File: src/rtl/ppl_pkg.sv
// Shared constants and types of the plateau peak labeler.
`default_nettype none
package ppl_pkg;

  localparam int RUN_MAX    = 64;
  localparam int INDEX_BITS = 16;

  localparam int XW         = 32;
  localparam int YW         = 32;
  localparam int OUT_IDX_W  = 16;
  localparam int ADDR_W     = $clog2(RUN_MAX);
  localparam int LEN_W      = $clog2(RUN_MAX + 2);
  localparam int SUM_W      = (INDEX_BITS > OUT_IDX_W) ? INDEX_BITS : OUT_IDX_W;

  localparam int CFG_IDX_W  = 1;
  localparam int CFG_DATA_W = 32;

  localparam logic [CFG_IDX_W-1:0] REG_FIND_MAX  = 1'd0;
  localparam logic [CFG_IDX_W-1:0] REG_THRESHOLD = 1'd1;

  // Labeled extremum leaving the run tracker; x comes from the store's registered read port in the next cycle.
  typedef struct packed {
    logic                 valid;
    logic [OUT_IDX_W-1:0] index;
  } peak_req_t;

endpackage
`default_nettype wire

File: src/rtl/ppl_point_if.sv
// Input channel: one spectrum point per beat.
`default_nettype none
interface ppl_point_if;
  logic               valid;
  logic               ready;
  logic               first_point;
  logic signed [31:0] x_value;
  logic signed [31:0] y_value;

  modport source (output valid, first_point, x_value, y_value, input ready);
  modport sink (input valid, first_point, x_value, y_value, output ready);
endinterface
`default_nettype wire

File: src/rtl/ppl_peak_if.sv
// Output channel: one labeled extremum per beat.
`default_nettype none
interface ppl_peak_if;
  logic               valid;
  logic               ready;
  logic [15:0]        peak_index;
  logic signed [31:0] peak_x;

  modport source (output valid, peak_index, peak_x, input ready);
  modport sink (input valid, peak_index, peak_x, output ready);
endinterface
`default_nettype wire

File: src/rtl/ppl_ram.sv
// Generic single-clock RAM, one write and one registered read port, read-first.
`default_nettype none
module ppl_ram #(
  parameter int Width = 32,
  parameter int Depth = 64
) (
  input  wire logic                     clk_i,
  input  wire logic                     we_i,
  input  wire logic [$clog2(Depth)-1:0] waddr_i,
  input  wire logic [Width-1:0]         wdata_i,
  input  wire logic                     re_i,
  input  wire logic [$clog2(Depth)-1:0] raddr_i,
  output logic      [Width-1:0]         rdata_o
);

  logic [Width-1:0] mem [Depth];
  logic [Width-1:0] rdata_q;

  always_ff @(posedge clk_i) begin
    if (re_i) begin
      rdata_q <= mem[raddr_i];
    end
    if (we_i) begin
      mem[waddr_i] <= wdata_i;
    end
  end

  assign rdata_o = rdata_q;

endmodule
`default_nettype wire

File: src/rtl/ppl_track.sv
// Run tracker: judges plateaus and drives the x store.
`default_nettype none
module ppl_track (
  input  wire logic                        clk_i,
  input  wire logic                        rst_ni,
  ppl_point_if.sink                        point_i,
  input  wire logic                        s1_free_i,
  input  wire logic                        cfg_we_i,
  input  wire logic [ppl_pkg::CFG_IDX_W-1:0]  cfg_idx_i,
  input  wire logic [ppl_pkg::CFG_DATA_W-1:0] cfg_data_i,
  output logic                             ram_we_o,
  output logic      [ppl_pkg::ADDR_W-1:0]  ram_waddr_o,
  output logic      [ppl_pkg::XW-1:0]      ram_wdata_o,
  output logic                             ram_re_o,
  output logic      [ppl_pkg::ADDR_W-1:0]  ram_raddr_o,
  output ppl_pkg::peak_req_t               req_o
);
  import ppl_pkg::*;

  localparam logic [INDEX_BITS-1:0] IndexMax = {INDEX_BITS{1'b1}};
  localparam logic [LEN_W-1:0]      RunMax   = LEN_W'(RUN_MAX);
  localparam logic [LEN_W-1:0]      RunLong  = LEN_W'(RUN_MAX + 1);

  logic                    find_max_q;
  logic signed [YW-1:0]    threshold_q;
  logic [INDEX_BITS-1:0]   point_count_q, point_count_d;
  logic signed [YW-1:0]    left_level_q, left_level_d;
  logic                    left_valid_q, left_valid_d;
  logic signed [YW-1:0]    run_level_q, run_level_d;
  logic [INDEX_BITS-1:0]   run_start_q, run_start_d;
  logic [LEN_W-1:0]        run_len_q, run_len_d;

  logic                    accept;
  logic                    start;
  logic                    same;
  logic                    hit;
  logic signed [YW-1:0]    y;
  logic [LEN_W-1:0]        mid;
  logic [SUM_W-1:0]        idx_sum;

  assign point_i.ready = s1_free_i;
  assign accept = point_i.valid && point_i.ready;
  assign y      = point_i.y_value;
  assign start  = point_i.first_point || (run_len_q == '0);
  assign same   = (y == run_level_q);

  always_comb begin
    if (find_max_q) begin
      hit = (run_level_q > left_level_q) && (run_level_q > y) && (run_level_q >= threshold_q);
    end else begin
      hit = (run_level_q < left_level_q) && (run_level_q < y) && (run_level_q <= threshold_q);
    end
  end

  // Lower middle of the run.
  assign mid     = (run_len_q - LEN_W'(1)) >> 1;
  assign idx_sum = SUM_W'(run_start_q) + SUM_W'(mid);

  assign req_o.valid = accept && !start && !same && hit && left_valid_q && (run_len_q <= RunMax);
  assign req_o.index = idx_sum[OUT_IDX_W-1:0];

  assign ram_re_o    = req_o.valid;
  assign ram_raddr_o = mid[ADDR_W-1:0];

  // Extending a run appends x; a new run starts at entry zero.
  assign ram_we_o    = accept && (start || !same || (run_len_q < RunMax));
  assign ram_waddr_o = (start || !same) ? '0 : run_len_q[ADDR_W-1:0];
  assign ram_wdata_o = point_i.x_value;

  always_comb begin
    point_count_d = point_count_q;
    left_level_d  = left_level_q;
    left_valid_d  = left_valid_q;
    run_level_d   = run_level_q;
    run_start_d   = run_start_q;
    run_len_d     = run_len_q;
    if (accept) begin
      if (start) begin
        left_valid_d  = 1'b0;
        left_level_d  = '0;
        run_level_d   = y;
        run_start_d   = '0;
        run_len_d     = LEN_W'(1);
        point_count_d = INDEX_BITS'(1);
      end else begin
        if (same) begin
          run_len_d = (run_len_q < RunMax) ? run_len_q + LEN_W'(1) : RunLong;
        end else begin
          left_level_d = run_level_q;
          left_valid_d = 1'b1;
          run_level_d  = y;
          run_start_d  = point_count_q;
          run_len_d    = LEN_W'(1);
        end
        if (point_count_q != IndexMax) begin
          point_count_d = point_count_q + INDEX_BITS'(1);
        end
      end
    end
  end

  always_ff @(posedge clk_i or negedge rst_ni) begin
    if (!rst_ni) begin
      find_max_q    <= 1'b1;
      threshold_q   <= '0;
      point_count_q <= '0;
      left_level_q  <= '0;
      left_valid_q  <= 1'b0;
      run_level_q   <= '0;
      run_start_q   <= '0;
      run_len_q     <= '0;
    end else begin
      point_count_q <= point_count_d;
      left_level_q  <= left_level_d;
      left_valid_q  <= left_valid_d;
      run_level_q   <= run_level_d;
      run_start_q   <= run_start_d;
      run_len_q     <= run_len_d;
      if (cfg_we_i) begin
        case (cfg_idx_i)
          REG_FIND_MAX:  find_max_q  <= cfg_data_i[0];
          REG_THRESHOLD: threshold_q <= cfg_data_i[YW-1:0];
          default: ;
        endcase
      end
    end
  end

endmodule
`default_nettype wire

File: src/rtl/ppl_out.sv
// Result stage: pairs the index with the store's read data, then an output register.
`default_nettype none
module ppl_out (
  input  wire logic                   clk_i,
  input  wire logic                   rst_ni,
  input  ppl_pkg::peak_req_t          req_i,
  input  wire logic [ppl_pkg::XW-1:0] rd_data_i,
  output logic                        s1_free_o,
  output logic                        s1_busy_o,
  ppl_peak_if.source                  peak_o
);
  import ppl_pkg::*;

  logic                 s1_valid_q, s1_valid_d;
  logic [OUT_IDX_W-1:0] s1_index_q;
  logic                 out_valid_q, out_valid_d;
  logic [OUT_IDX_W-1:0] out_index_q;
  logic [XW-1:0]        out_x_q;
  logic                 s1_adv;

  assign s1_adv    = s1_valid_q && (!out_valid_q || peak_o.ready);
  assign s1_free_o = !s1_valid_q || s1_adv;
  assign s1_busy_o = s1_valid_q;

  always_comb begin
    s1_valid_d = s1_valid_q;
    if (s1_free_o) begin
      s1_valid_d = req_i.valid;
    end
    out_valid_d = out_valid_q;
    if (s1_adv) begin
      out_valid_d = 1'b1;
    end else if (peak_o.ready) begin
      out_valid_d = 1'b0;
    end
  end

  always_ff @(posedge clk_i or negedge rst_ni) begin
    if (!rst_ni) begin
      s1_valid_q  <= 1'b0;
      out_valid_q <= 1'b0;
    end else begin
      s1_valid_q  <= s1_valid_d;
      out_valid_q <= out_valid_d;
    end
  end

  always_ff @(posedge clk_i) begin
    if (s1_free_o && req_i.valid) begin
      s1_index_q <= req_i.index;
    end
    if (s1_adv) begin
      out_index_q <= s1_index_q;
      out_x_q     <= rd_data_i;
    end
  end

  assign peak_o.valid      = out_valid_q;
  assign peak_o.peak_index = out_index_q;
  assign peak_o.peak_x     = out_x_q;

endmodule
`default_nettype wire

File: src/rtl/plateau_peak_labeler.sv
// Plateau peak labeler: labels strict local extrema of a point stream, plateaus included.
//
// point_i takes one (first_point, x_value, y_value) beat per cycle while ready is high; peak_o gives
// (peak_index, peak_x) for each labeled extremum, at most one per input beat.
// A plateau is judged on the beat that ends it; its lower-middle point is labeled.
// Throughput: one point per cycle unless the result stages are full; the single write and read port
// of the x store (RUN_MAX entries) is touched once per beat by the tracker.
// The edge that accepts the beat ending a plateau reads the store and loads the result stage;
// the output register then takes both once it is empty or peak_o is ready, and drives peak_o.
// When peak_o is stalled, the output register and the stage behind it each hold
// one result; point_i stays ready until both are full, then drops ready.
// Reset (rst_ni low, asynchronous) empties both stages, closes any open run and
// sets find_max to 1 and threshold to 0. The store needs no clearing pass.
// Write find_max (index 0) and threshold (index 1) through cfg_we_i only while idle.
`default_nettype none
module plateau_peak_labeler (
  input  wire logic                           clk_i,
  input  wire logic                           rst_ni,
  ppl_point_if.sink                           point_i,
  ppl_peak_if.source                          peak_o,
  input  wire logic                           cfg_we_i,
  input  wire logic [ppl_pkg::CFG_IDX_W-1:0]  cfg_idx_i,
  input  wire logic [ppl_pkg::CFG_DATA_W-1:0] cfg_data_i
);
  import ppl_pkg::*;

  logic              ram_we;
  logic [ADDR_W-1:0] ram_waddr;
  logic [XW-1:0]     ram_wdata;
  logic              ram_re;
  logic [ADDR_W-1:0] ram_raddr;
  logic [XW-1:0]     ram_rdata;
  peak_req_t         req;
  logic              s1_free;
  logic              s1_busy;

  ppl_track u_track (
    .clk_i       (clk_i),
    .rst_ni      (rst_ni),
    .point_i     (point_i),
    .s1_free_i   (s1_free),
    .cfg_we_i    (cfg_we_i),
    .cfg_idx_i   (cfg_idx_i),
    .cfg_data_i  (cfg_data_i),
    .ram_we_o    (ram_we),
    .ram_waddr_o (ram_waddr),
    .ram_wdata_o (ram_wdata),
    .ram_re_o    (ram_re),
    .ram_raddr_o (ram_raddr),
    .req_o       (req)
  );

  ppl_ram #(
    .Width (XW),
    .Depth (RUN_MAX)
  ) u_run_x_store (
    .clk_i   (clk_i),
    .we_i    (ram_we),
    .waddr_i (ram_waddr),
    .wdata_i (ram_wdata),
    .re_i    (ram_re),
    .raddr_i (ram_raddr),
    .rdata_o (ram_rdata)
  );

  ppl_out u_out (
    .clk_i     (clk_i),
    .rst_ni    (rst_ni),
    .req_i     (req),
    .rd_data_i (ram_rdata),
    .s1_free_o (s1_free),
    .s1_busy_o (s1_busy),
    .peak_o    (peak_o)
  );

`ifndef ASSERT_OFF
  // A labeled beat must land in the result stage on the next edge.
  a_req_to_s1 : assert property (@(posedge clk_i) disable iff (!rst_ni)
    req.valid |=> s1_busy)
    else $error("labeled beat not captured by result stage");

  // Both stages full and stalled: no new point may enter.
  a_full_stall : assert property (@(posedge clk_i) disable iff (!rst_ni)
    (s1_busy && peak_o.valid && !peak_o.ready) |-> !point_i.ready)
    else $error("point accepted while result stages are full");

  // A store read happens only on an accepted point.
  a_read_on_beat : assert property (@(posedge clk_i) disable iff (!rst_ni)
    ram_re |-> (point_i.valid && point_i.ready))
    else $error("store read without an accepted point");
`endif

endmodule
`default_nettype wire

File: src/flat_wrapper.sv
// flat-port wrapper written by rule: the top's interface ports become plain ports
module plateau_peak_labeler_flat import ppl_pkg::*;
  (clk_i, rst_ni, cfg_we_i, cfg_idx_i, cfg_data_i, point_i_valid, point_i_first_point, point_i_x_value, point_i_y_value, point_i_ready, peak_o_valid, peak_o_peak_index, peak_o_peak_x, peak_o_ready);
  ppl_point_if point_i_i ();
  ppl_peak_if peak_o_i ();
  input  wire logic clk_i;
  input  wire logic rst_ni;
  input  wire logic cfg_we_i;
  input  wire logic [ppl_pkg::CFG_IDX_W-1:0] cfg_idx_i;
  input  wire logic [ppl_pkg::CFG_DATA_W-1:0] cfg_data_i;
  input wire logic [$bits(point_i_i.valid)-1:0] point_i_valid;
  input wire logic [$bits(point_i_i.first_point)-1:0] point_i_first_point;
  input wire logic [$bits(point_i_i.x_value)-1:0] point_i_x_value;
  input wire logic [$bits(point_i_i.y_value)-1:0] point_i_y_value;
  output wire logic [$bits(point_i_i.ready)-1:0] point_i_ready;
  output wire logic [$bits(peak_o_i.valid)-1:0] peak_o_valid;
  output wire logic [$bits(peak_o_i.peak_index)-1:0] peak_o_peak_index;
  output wire logic [$bits(peak_o_i.peak_x)-1:0] peak_o_peak_x;
  input wire logic [$bits(peak_o_i.ready)-1:0] peak_o_ready;
  assign point_i_i.valid = point_i_valid;
  assign point_i_i.first_point = point_i_first_point;
  assign point_i_i.x_value = point_i_x_value;
  assign point_i_i.y_value = point_i_y_value;
  assign point_i_ready = point_i_i.ready;
  assign peak_o_valid = peak_o_i.valid;
  assign peak_o_peak_index = peak_o_i.peak_index;
  assign peak_o_peak_x = peak_o_i.peak_x;
  assign peak_o_i.ready = peak_o_ready;
  plateau_peak_labeler u_core (.clk_i(clk_i), .rst_ni(rst_ni), .point_i(point_i_i), .peak_o(peak_o_i), .cfg_we_i(cfg_we_i), .cfg_idx_i(cfg_idx_i), .cfg_data_i(cfg_data_i));
endmodule
File: config.mk
export PLATFORM = sky130hd
export DESIGN_NAME = plateau_peak_labeler_flat
export DESIGN_NICKNAME = d
export VERILOG_FILES = /design/src/rtl/ppl_pkg.sv /design/src/rtl/ppl_point_if.sv /design/src/rtl/ppl_peak_if.sv /design/src/rtl/ppl_ram.sv /design/src/rtl/ppl_track.sv /design/src/rtl/ppl_out.sv /design/src/rtl/plateau_peak_labeler.sv /design/src/flat_wrapper.sv
export SDC_FILE = /design/constraint.sdc
export NUM_CORES = 2
export LEC_CHECK = 0
export ABC_CLOCK_PERIOD_IN_PS = 11390
export BUFFER_PORTS_ARGS = -buffer_cell sky130_fd_sc_hd__buf_2
export CORE_ASPECT_RATIO = 1.4
export CORE_MARGIN = 2
export CORE_UTILIZATION = 40
export CTS_CLUSTER_DIAMETER = 150
export CTS_CLUSTER_SIZE = 20
export DETAILED_ROUTE_END_ITERATION = 10
export GPL_ROUTABILITY_DRIVEN = 0
export PLACE_DENSITY_LB_ADDON = 0.15
export SLEW_MARGIN = 20
export SYNTH_ARGS = -nofsm -noshare
export SYNTH_HDL_FRONTEND = slang
export SYNTH_SLANG_ARGS = --single-unit
File: constraint.sdc
create_clock -name clk_i -period 11.39 [get_ports clk_i]
set_input_delay 0 -clock clk_i [delete_from_list [all_inputs] [get_ports clk_i]]
set_output_delay 0 -clock clk_i [all_outputs]
set_load 0.03 [all_outputs]
==> flow_metrics.env <==
export IMPL_status="complete, no violations"
export IMPL_wl_per_cell_um=30.90
export IMPL_synth_edf_count=2144
export IMPL_min_period_over_period_pct=44.68
export IMPL_syn_inst=4329
export IMPL_clock_fmax_mhz=196.5
export IMPL_startpoint="u_core.u_track.run_level_q[23]"
export IMPL_io_buffers=152
export IMPL_antenna_found_initial=23
export IMPL_synth_top_area_share_pct=72.14
export IMPL_clock_skew_ps=47.88
export IMPL_synthMuxAreaShare_pct=14.80
export IMPL_cts_setup_buffers=0
export IMPL_power_density_mw_per_mm2=148.0
export IMPL_holdPathStages=4
export IMPL_cp_num_buf_inv=1
export IMPL_worstPathMaxFanout=21
export IMPL_boundaryPins=153
export IMPL_grt_max_degree=127
export IMPL_nFillCells=18760
export IMPL_yosysWarnings=0
export IMPL_cts_buffers_inserted=140
export IMPL_synth_area_leaders="edfxtp_1, mux4_2, dfrtp_1, ha_1, nand2_1"
export IMPL_fin_util_pct=44.85
export IMPL_drive_gt1_share_pct=22.37
export IMPL_leakage_nw=31.50
export IMPL_final_cells=7645
export IMPL_synth_nets=4538
export IMPL_rsz0062_at_grt="no"
export IMPL_hold_viol=0
export IMPL_fin_crit_ps=5089
export IMPL_vias_per_cell=5.662
export IMPL_dp_hpwl_um=137400
export IMPL_firstDrtPassIters=6
export IMPL_crit_cells=8
export IMPL_max_stage_delay_ps=760
export IMPL_setup_viol=0
export IMPL_die_width_um=403.2
export IMPL_yosys_area_share_adder_pct=1.494
export IMPL_postRouteAntennaNets=0
export IMPL_setup_worst_path_class="flip-flop to flip-flop"
export IMPL_ff2ff_path_depth=8
export IMPL_synth_top_cell_by_area="edfxtp_1"
export IMPL_overflow=0
export IMPL_drv_cap=0
export IMPL_avgSynthCellArea_um2=20.62
export IMPL_dp_cells=7286
export IMPL_cts_tree="done"
export IMPL_crit_path_frequent_cell="nand4_1"
export IMPL_rr_startpoint="u_core.u_track.run_level_q[23]"
export IMPL_final_nets=4914
export IMPL_synth_top_family_by_area="multiplexers"
export IMPL_htreeDepth=4
export IMPL_ctsResizeCount=0
export IMPL_grt_usage_pct=20.71
export IMPL_synth_common_cells="edfxtp_1, mux4_2, nand2_1"
export IMPL_synth_xor_area_share_pct=0.3126
export IMPL_required_ps=11860
export IMPL_worstMarginPinSlew_ps=1053
export IMPL_yosys_area_share_simple_pct=3.002
export IMPL_slew_violations=0
export IMPL_vias=43280
export IMPL_initial_core_util_pct=40.13
export IMPL_clk_pin_slew_ps=90
export IMPL_crit_family="simple AND/OR/NAND/NOR gates"
export IMPL_fin_tns_setup_ps=0
export IMPL_async_flop_share_pct=6.088
export IMPL_syn2layout_area_growth_pct=11.75
export IMPL_drc_errors=0
export IMPL_cts_root_buffer="clkbuf_16"
export IMPL_synth_seq_cells=2283
export IMPL_synth_area_mm2=0.08925
export IMPL_ys_seq_area_share_pct=76.04
export IMPL_insertion_delay_ps=820
export IMPL_core_mm2=0.2224
export IMPL_slew_headroom_pct=29.80
export IMPL_critPathLaunchType="flip-flop"
export IMPL_min_from="point_i_y_value[23]"
export IMPL_drtIter0Drc=4118
export IMPL_ys_flop_type="edfxtp_1"
export IMPL_first_global_vias=45410
export IMPL_crit_arrival_ps=5550
export IMPL_synth_compound_area_share_pct=2.666
export IMPL_die_h_um=562.9
export IMPL_clk_path_buf_depth=4
export IMPL_end_kind="flip-flop"
export IMPL_crit_chain="ha_1 -> nand4_1 -> or4_4 -> or4_1 -> nor3_4 -> nand4_1 -> nor2_4 -> buf_4"
export IMPL_cp_slowest_cell="nand4_1"
export IMPL_max_vdd_ir_drop_v=0.00009845
export IMPL_cts_sinks=2283
export IMPL_totalPowerFinal_mw=14.76
export IMPL_dieArea_mm2=0.2270
export IMPL_wl_um=236200
export IMPL_min_path_type="primary input to flip-flop"
export IMPL_synth_distinct_cells=65
export IMPL_grt_pass1_wl_um=336800
export IMPL_synth_most_common_cell="edfxtp_1"
export IMPL_rows=205
[report_power, final]
part | switching, mW | internal (mW) | total (mW)
combinational | 0.328 | 0.184 | 0.512
clock | 2.67 | 2.31 | 4.99
sequential | 0.0438 | 9.22 | 9.26
total | 3.05 | 11.7 | 14.8
[stage by stage]
| step | instance area (µm²) | setup WS [ps] | hold slack (ps) |
|---|---|---|---|
| finish | 99730 | 6301 | 61.96 |
| global route | 99710 | 6086 | 46.42 |
| CTS | 99650 | 6252 | 1.323 |
| floorplan | 89250 | 5375 | -295.6 |
| detailed placement | 94140 | 6278 | 123.7 |
| global placement | 94100 | 6251 | 130.1 |
[per-layer routing]
metal,share of wire [%],global-route usage [%],up-vias
met4,2.4,4.920,2
met2,53,37.33,1146
met3,4.8,2.499,291
met5,0.0030,0,-
met1,40,26.66,23470
li1,-,-,18380
[path summary, 6_finish.rpt]
path / end / slack, ps
min: u_core.u_track.run_level_q[23] / 60
min in group asynchronous: u_core.u_track.threshold_q[30] / 330
max: u_core.u_run_x_store.mem[20][31] / 6300
max reg2reg: u_core.u_run_x_store.mem[20][31] / 6300
min reg2reg: u_core.u_out.peak_o.peak_index[0] / 420
max in group asynchronous: u_core.u_track.point_count_q[5] / 10300
[placed cells by master (no fill, tap or decap), drive strengths merged, types with 19 or more instances in the layout]
| cell type | instances |
|---|---|
| edfxtp | 2144 |
| mux4 | 512 |
| nand2 | 348 |
| buf | 274 |
| clkbuf | 174 |
| dlygate4sd3 | 173 |
| dfrtp | 138 |
| mux2i | 128 |
| a32oi | 128 |
| inv | 110 |
| ha | 105 |
| nor2 | 104 |
| o21ai | 57 |
| a21oi | 48 |
| a22o | 48 |
| and4 | 36 |
| mux2 | 35 |
| nand4 | 23 |
| nand3 | 19 |
[area by class of cell]
class | instances | area (µm²) | area share (%)
antenna | 8 | 20.02 | 0.02007
clock buffer | 174 | 3737 | 3.747
clock inverter | 2 | 28.78 | 0.02886
inverter | 109 | 417.9 | 0.4190
multi-input combinational | 1724 | 20460 | 20.52
sequential | 2283 | 67860 | 68.04
tap | 2898 | 3626 | 3.636
timing repair buffer | 447 | 3575 | 3.584
[registers in the layout, indices dropped and copies added, names as in the netlist]
register / count
u_core.u_out.peak_o.peak_x: 32
u_core.u_out.s1_index_q: 16
u_core.u_run_x_store.mem: 2048
u_core.u_run_x_store.rdata_o: 32
u_core.u_track.run_len_q: 7
u_core.u_out.peak_o.peak_index: 16
u_core.u_track.threshold_q: 32
u_core.u_track.point_count_q: 16
u_core.u_out.s1_busy_o: 1
u_core.u_track.left_valid_q: 1
u_core.u_track.left_level_q: 32
u_core.u_track.find_max_q: 1
u_core.u_track.run_start_q: 16
u_core.u_out.peak_o.valid: 1
u_core.u_track.run_level_q: 32
[worst min-delay path, cell delays in order]
cell	delay (ps)
dlygate4sd3_1	530
buf_2	150
inv_1	80
o21ai_1	70
[what timing repair did]
item                                    CTS  global route
endpoints found under the hold margin  1846           128
hold buffers                            172             2
setup endpoints to repair                 0             0
[logic make-up after synthesis]
kind of cell / Yosys count
AND/OR/NAND/NOR: 591
multiplexers: 675
buffers and inverters: 322
AO/OA/AOI/OAI: 321
flip-flops: 2283
XOR/XNOR: 31
adder cells (fa/ha/maj): 106
No activity file was read; power rests on OpenSTA's default activity.
